[src/rtl/smau_pkg.sv]
`default_nettype none

package smau_pkg;

   // geometry
   localparam int MAX_DIM   = 8;
   localparam int IDX_W     = 3;
   localparam int DIM_CFG_W = 4;
   localparam int ADDR_W    = (MAX_DIM > 1) ? $clog2(MAX_DIM * MAX_DIM) : 1;

   // number formats
   localparam int DATA_W = 32;
   localparam int FRAC_W = 16;
   localparam int ACC_W  = 40;
   localparam int PROD_W = 2 * DATA_W;
   localparam int TERM_W = PROD_W - FRAC_W;

   // request modes
   localparam int MODE_W = 2;
   localparam logic [MODE_W-1:0] MODE_WRITE_A = 2'd0;
   localparam logic [MODE_W-1:0] MODE_WRITE_B = 2'd1;
   localparam logic [MODE_W-1:0] MODE_RUN     = 2'd2;

   // operation codes
   localparam int OP_W = 3;
   localparam logic [OP_W-1:0] OP_ADD       = 3'd0;
   localparam logic [OP_W-1:0] OP_MUL       = 3'd1;
   localparam logic [OP_W-1:0] OP_ELEMENT   = 3'd2;
   localparam logic [OP_W-1:0] OP_SCALE     = 3'd3;
   localparam logic [OP_W-1:0] OP_TRANSPOSE = 3'd4;

   // register file
   localparam int CSR_ADDR_W = 4;
   localparam int CSR_DATA_W = 32;
   localparam int CSR_IDX_W  = CSR_ADDR_W - 2;
   localparam logic [CSR_IDX_W-1:0] CSR_OPERATION = 2'd0;
   localparam logic [CSR_IDX_W-1:0] CSR_DIMENSION = 2'd1;
   localparam logic [CSR_IDX_W-1:0] CSR_SCALE     = 2'd2;
   localparam logic signed [DATA_W-1:0] SCALE_RESET = 32'sd65536;

   // per-term tag traveling down the datapath
   typedef struct packed {
      logic [IDX_W-1:0] row;
      logic [IDX_W-1:0] col;
      logic             first;  // first term of a result element
      logic             fin;    // final term: element completes here
      logic             last;   // final element of the matrix
   } tag_type;

endpackage

`default_nettype wire

[src/rtl/smau_mac.sv]
`default_nettype none

module smau_mac (
   input  logic                                 clock,
   input  logic                                 reset,
   input  logic                                 in_vld,
   input  smau_pkg::tag_type                    in_tag,
   input  logic [smau_pkg::OP_W-1:0]            op,
   input  logic signed [smau_pkg::DATA_W-1:0]   scale,
   input  logic signed [smau_pkg::DATA_W-1:0]   a_data,
   input  logic signed [smau_pkg::DATA_W-1:0]   b_data,
   output logic                                 stage_busy,
   output logic                                 out_vld,
   output smau_pkg::tag_type                    out_tag,
   output logic signed [smau_pkg::DATA_W-1:0]   out_result
);
   import smau_pkg::*;

   localparam logic signed [ACC_W-1:0]  ACC_MAX  = {1'b0, {(ACC_W-1){1'b1}}};
   localparam logic signed [ACC_W-1:0]  ACC_MIN  = {1'b1, {(ACC_W-1){1'b0}}};
   localparam logic signed [DATA_W-1:0] DATA_MAX = {1'b0, {(DATA_W-1){1'b1}}};
   localparam logic signed [DATA_W-1:0] DATA_MIN = {1'b1, {(DATA_W-1){1'b0}}};

   function automatic logic signed [ACC_W-1:0] sat_term(input logic signed [TERM_W-1:0] v);
      if (v > TERM_W'(ACC_MAX)) return ACC_MAX;
      else if (v < TERM_W'(ACC_MIN)) return ACC_MIN;
      else return v[ACC_W-1:0];
   endfunction

   function automatic logic signed [ACC_W-1:0] sat_sum(input logic signed [ACC_W:0] v);
      if (v > (ACC_W+1)'(ACC_MAX)) return ACC_MAX;
      else if (v < (ACC_W+1)'(ACC_MIN)) return ACC_MIN;
      else return v[ACC_W-1:0];
   endfunction

   function automatic logic signed [DATA_W-1:0] sat_data(input logic signed [ACC_W-1:0] v);
      if (v > ACC_W'(DATA_MAX)) return DATA_MAX;
      else if (v < ACC_W'(DATA_MIN)) return DATA_MIN;
      else return v[DATA_W-1:0];
   endfunction

   // stage M: one multiplier, or the add / pass path pre-scaled to Q32.32
   logic signed [DATA_W-1:0] mul_x;
   logic signed [DATA_W-1:0] mul_y;
   logic signed [PROD_W-1:0] pre_in;
   logic signed [PROD_W-1:0] pre_ff;
   logic                     m_vld_ff;
   tag_type                  m_tag_ff;

   // stage A: floor, clamp, accumulate, saturate
   logic signed [TERM_W-1:0] term;
   logic signed [ACC_W-1:0]  term_sat;
   logic signed [ACC_W-1:0]  acc_base;
   logic signed [ACC_W:0]    acc_sum;
   logic signed [ACC_W-1:0]  acc_in;
   logic signed [ACC_W-1:0]  acc_ff;
   logic                     out_vld_ff;
   tag_type                  out_tag_ff;
   logic signed [DATA_W-1:0] result_ff;

   always_comb begin
      mul_x = (op == OP_SCALE) ? scale  : a_data;
      mul_y = (op == OP_SCALE) ? a_data : b_data;
      case (op)
         OP_ADD: begin
            pre_in = (PROD_W'(a_data) + PROD_W'(b_data)) <<< FRAC_W;
         end
         OP_TRANSPOSE: begin
            pre_in = PROD_W'(a_data) <<< FRAC_W;
         end
         default: begin
            pre_in = PROD_W'(mul_x) * PROD_W'(mul_y);
         end
      endcase
   end

   always_comb begin
      term     = $signed(pre_ff[PROD_W-1:FRAC_W]);
      term_sat = sat_term(term);
      acc_base = m_tag_ff.first ? '0 : acc_ff;
      acc_sum  = (ACC_W+1)'(acc_base) + (ACC_W+1)'(term_sat);
      acc_in   = sat_sum(acc_sum);
   end

   always_ff @(posedge clock) begin
      if (reset) begin
         m_vld_ff   <= 1'b0;
         out_vld_ff <= 1'b0;
         acc_ff     <= '0;
      end else begin
         m_vld_ff   <= in_vld;
         out_vld_ff <= m_vld_ff && m_tag_ff.fin;
         if (m_vld_ff) begin
            acc_ff <= acc_in;
         end
      end
   end

   always_ff @(posedge clock) begin
      pre_ff     <= pre_in;
      m_tag_ff   <= in_tag;
      out_tag_ff <= m_tag_ff;
      result_ff  <= sat_data(acc_in);
   end

   assign stage_busy = m_vld_ff;
   assign out_vld    = out_vld_ff;
   assign out_tag    = out_tag_ff;
   assign out_result = result_ff;

endmodule

`default_nettype wire

[config.mk]
export PLATFORM = sky130hd
export DESIGN_NAME = smau_mac
export DESIGN_NICKNAME = d
export VERILOG_FILES = /design/src/rtl/smau_pkg.sv /design/src/rtl/smau_mac.sv
export SDC_FILE = /design/constraint.sdc
export NUM_CORES = 2
export LEC_CHECK = 0
export BUFFER_PORTS_ARGS = -buffer_cell sky130_fd_sc_hd__buf_2
export CAP_MARGIN = 25
export CORE_ASPECT_RATIO = 2
export CORE_MARGIN = 2
export CORE_UTILIZATION = 51
export CTS_CLUSTER_DIAMETER = 50
export CTS_CLUSTER_SIZE = 20
export DETAILED_ROUTE_END_ITERATION = 6
export PLACE_DENSITY_LB_ADDON = 0.3
export SLEW_MARGIN = 20
export SYNTH_ARGS = -nofsm -noshare
export SYNTH_HDL_FRONTEND = slang
export SYNTH_SLANG_ARGS = --single-unit
[constraint.sdc]
create_clock -name clock -period 13.8 [get_ports clock]
set_input_delay 2.76 -clock clock [delete_from_list [all_inputs] [get_ports clock]]
set_output_delay 2.76 -clock clock [all_outputs]
set_load 0.02 [all_outputs]
==> results.sh <==
export IMPL_syn_area_mm2=0.0453
export IMPL_synth_seq_cells=140
export IMPL_final_util=0.545
export IMPL_grt_busiest_layer="met2"
export IMPL_synthToLayoutAreaGrowth_pct=5.97
export IMPL_clock_latency_ps=450
export IMPL_grt_max_degree=81
export IMPL_fin_nets=6605
export IMPL_path_class="in -> reg"
export IMPL_setup_tns_final_ps=0
export IMPL_max_cap_viol_count=0
export IMPL_gp_congestion=1.04
export IMPL_io_buffers=153
export IMPL_r2r_end="acc_ff[2]"
export IMPL_drv_slew=0
export IMPL_synthArstFlopShare=0
export IMPL_clock_skew_ps=18.1
export IMPL_nFillCells=8203
export IMPL_synth_top_family_by_area="adder cells"
export IMPL_use_met2=0.663
export IMPL_path_clk_slew_ps=70
export IMPL_maxSlewHeadroom=0.265
export IMPL_cts_sinks=140
export IMPL_crit_path_max_fanout=47
export IMPL_cts_buffers=17
export IMPL_cts_setup_buffers=0
export IMPL_multiInputGateArea_mm2=0.0375
export IMPL_finalWirelength_um=169000
export IMPL_synth_compound_area_share=0.0894
export IMPL_cp_start_kind="primary input"
export IMPL_grt_overflow_total=0
export IMPL_layout_min_cycle_time_ps=12740
export IMPL_ioPinCount=154
export IMPL_grt_use_met3=0.0807
export IMPL_syn_area_per_cell_um2=8.82
export IMPL_fin_ws_ps=1060
export IMPL_synthSimpleGateAreaFrac=0.133
export IMPL_cp_end_kind="flip-flop"
export IMPL_rrSetupSlack_ps=8400
export IMPL_initial_core_util=0.515
export IMPL_regArea_mm2=0.00280
export IMPL_r2r_cells=19
export IMPL_htreeDepth=4
export IMPL_grt_pass1_vias=41071
export IMPL_reg2reg_from="pre_ff[55]"
export IMPL_required_ps=14120
export IMPL_yosysTopAreaCellShare=0.479
export IMPL_initialDrtViolationCount=2836
export IMPL_critPathMaxStageDelay_ps=740
export IMPL_core_area_mm2=0.0881
export IMPL_ant_nets=0
export IMPL_yosysSeqAreaShare=0.0619
export IMPL_synth_area_leaders="fa_1 (48%), inv_1 (9.0%), ha_1 (7.0%)"
export IMPL_status="finished, final reports clean"
export IMPL_synth_cells=5134
export IMPL_viasPerCell=5.90
export IMPL_core_rowCount=154
export IMPL_ys_flop_type="dfxtp_1"
export IMPL_synthAdderAreaFrac=0.549
export IMPL_hold_viol=0
export IMPL_root_buffer="clkbuf_16"
export IMPL_drc=0
export IMPL_cts_max_path_buffers=2
export IMPL_yosys_mux_area_fraction=0.0300
export IMPL_cts_resized=0
export IMPL_yosysWarnings=0
export IMPL_crit_start="op[0]"
export IMPL_vias=37416
export IMPL_cpMaxStageDelayCell="fa_1"
export IMPL_use_met1=0.376
export IMPL_yosysTopAreaCell="fa_1"
export IMPL_postCtsHoldBufs=0
export IMPL_die_h_um=426
export IMPL_grt_pass1_wl_um=250000
export IMPL_period_share=0.923
export IMPL_place_hpwl_um=137000
export IMPL_gr_usage_all_layers=0.379
export IMPL_cp_endpoint="pre_ff[61]"
export IMPL_syn_nets=6580
export IMPL_detail_route_wl_per_cell_um=26.6
export IMPL_setup_viol=0
export IMPL_synth_distinct_cells=87
export IMPL_antenna_found_initial=12
export IMPL_drive_gt1_frac=0.0884
export IMPL_synth_edf_count=0
export IMPL_cp_common_cell="fa_1"
export IMPL_die_area_mm2=0.0914
export IMPL_place_ws_ps=1030
export IMPL_arrival_ps=13060
export IMPL_first_pass_iters=6
export IMPL_fmax_mhz=78.5
export IMPL_worst_pin_slew_ps=1080
export IMPL_cts_tree="yes"
export IMPL_synth_xor_area_share=0.0234
export IMPL_die_width_um=215
export IMPL_hold_class="reg -> reg"
export IMPL_rsz0062_at_grt="no"
## synth_stat cells (5+ instances only)
cell type  number
nand2_1       772
a41oi_1         5
a21oi_1       157
a21o_1         93
o221a_2         8
xor2_1         48
nand4_1        31
o21ai_2        44
xnor2_1        71
nand2b_1       11
o21bai_1       22
o21ai_1        16
inv_1        1084
mux2_2         63
a221oi_1        6
a21boi_0        6
nor2b_1        53
buf_4           5
or2_2           8
o21a_1          9
a31oi_1        20
o21ai_0       112
nand3_1        29
nor3_1         13
nor4_1         10
mux2i_1        64
and3_1          9
ha_1          252
a211oi_1       56
o211ai_1        9
o31ai_1         8
buf_1          23
dfxtp_1       140
buf_6          12
buf_2           6
or3_1           7
and2_1         17
fa_1         1083
clkbuf_1      202
nor2_1        467
## stage by stage
stage | hold slack [ps] | std cells | cell area (µm²)
6_report | 325 | 6344 | 48000
4_1_cts | 331 | 6339 | 48000
3_5_place_dp | 316 | 6307 | 47300
5_1_grt | 344 | 6342 | 48000
3_3_place_gp | 311 | 6305 | 47300
2_1_floorplan | 310 | 5134 | 45300
## cell usage in the layout, fill, tap and decap left out, types with 5 or more instances in the layout
cell type | Yosys | layout
xor2_1 | 48 | 48
mux2_2 | 63 | 63
a221oi_1 | 6 | 6
inv_1 | 1084 | 1084
o21ai_1 | 16 | 16
o21ai_2 | 44 | 45
or2_2 | 8 | 8
clkbuf_16 | 0 | 17
buf_2 | 6 | 153
o221a_2 | 8 | 8
nand4_1 | 31 | 31
or3_1 | 7 | 7
nor2b_1 | 53 | 53
dfxtp_1 | 140 | 139
buf_4 | 5 | 105
a21oi_1 | 157 | 156
nor3_1 | 13 | 13
nand3_1 | 29 | 29
nand2b_1 | 11 | 11
a21o_1 | 93 | 93
a211oi_1 | 56 | 56
o31ai_1 | 8 | 8
o21bai_1 | 22 | 22
mux2i_2 | 0 | 14
a21boi_0 | 6 | 6
a31oi_1 | 20 | 20
nor4_1 | 10 | 10
a41oi_1 | 5 | 5
fa_1 | 1083 | 1083
ha_1 | 252 | 252
xnor2_1 | 71 | 71
o211ai_1 | 9 | 9
o21ai_0 | 112 | 111
nor2_1 | 467 | 465
and2_1 | 17 | 17
o21a_1 | 9 | 9
nand2_1 | 772 | 772
and3_1 | 9 | 9
mux2i_1 | 64 | 48
## per-layer routing
| metal | up-vias | wire [µm] |
|---|---|---|
| met2 | 2036 | 82800 |
| met1 | 18938 | 51800 |
| met5 | - | 138 |
| met4 | 20 | 20300 |
| met3 | 857 | 13800 |
| li1 | 15565 | - |
## critical path, delay by kind of cell
| kind | cells | cell delay, ps |
|---|---|---|
| adders and majority gates | 9 | 4940 |
| AOI/OAI and AO/OA | 9 | 2620 |
| buffers and inverters | 4 | 1100 |
| and+or+nand+nor | 3 | 710 |
| muxes | 1 | 670 |
| xor gates and xnor gates | 1 | 150 |
## logic make-up after synthesis
| group | count (synthesis) |
|---|---|
| adders and majority gates | 1337 |
| AOI/OAI and AO/OA | 613 |
| and+or+nand+nor | 1456 |
| xor gates and xnor gates | 120 |
| DFF | 140 |
| muxes | 128 |
| buffers and inverters | 1340 |
## worst min-delay path by stage
stage                     cells past startpoint        start         end  slack, ps
final                                         0  m_tag_ff[4]  out_tag[4]        320
after global routing                          0  m_tag_ff[3]  out_tag[3]        340
after CTS                                     0  m_tag_ff[7]  out_tag[7]        330
after detailed placement                      0  m_tag_ff[0]  out_tag[0]        320
after global placement                        0  m_tag_ff[7]  out_tag[7]        310
after floorplan                               0  m_tag_ff[0]  out_tag[0]        310
## sequential cells by signal, summed over array words and instances (netlist names)
| register | flops |
|---|---|
| pre_ff | 48 |
| acc_ff | 40 |
| out_result | 32 |
| m_tag_ff | 9 |
| out_tag | 9 |
| out_vld | 1 |
| stage_busy | 1 |
## layout make-up
class,count,area share
Clock buffer,19,0.00943
Tap cell,1170,0.0305
Timing Repair Buffer,260,0.0329
Inverter,1086,0.0849
Sequential cell,140,0.0584
Multi-Input combinational cell,3654,0.780
Clock inverter,13,0.00370
Antenna cell,2,0.000104
Power is not shown: default switching activity piles up to over one toggle a cycle in this logic, so the estimate is an artifact.
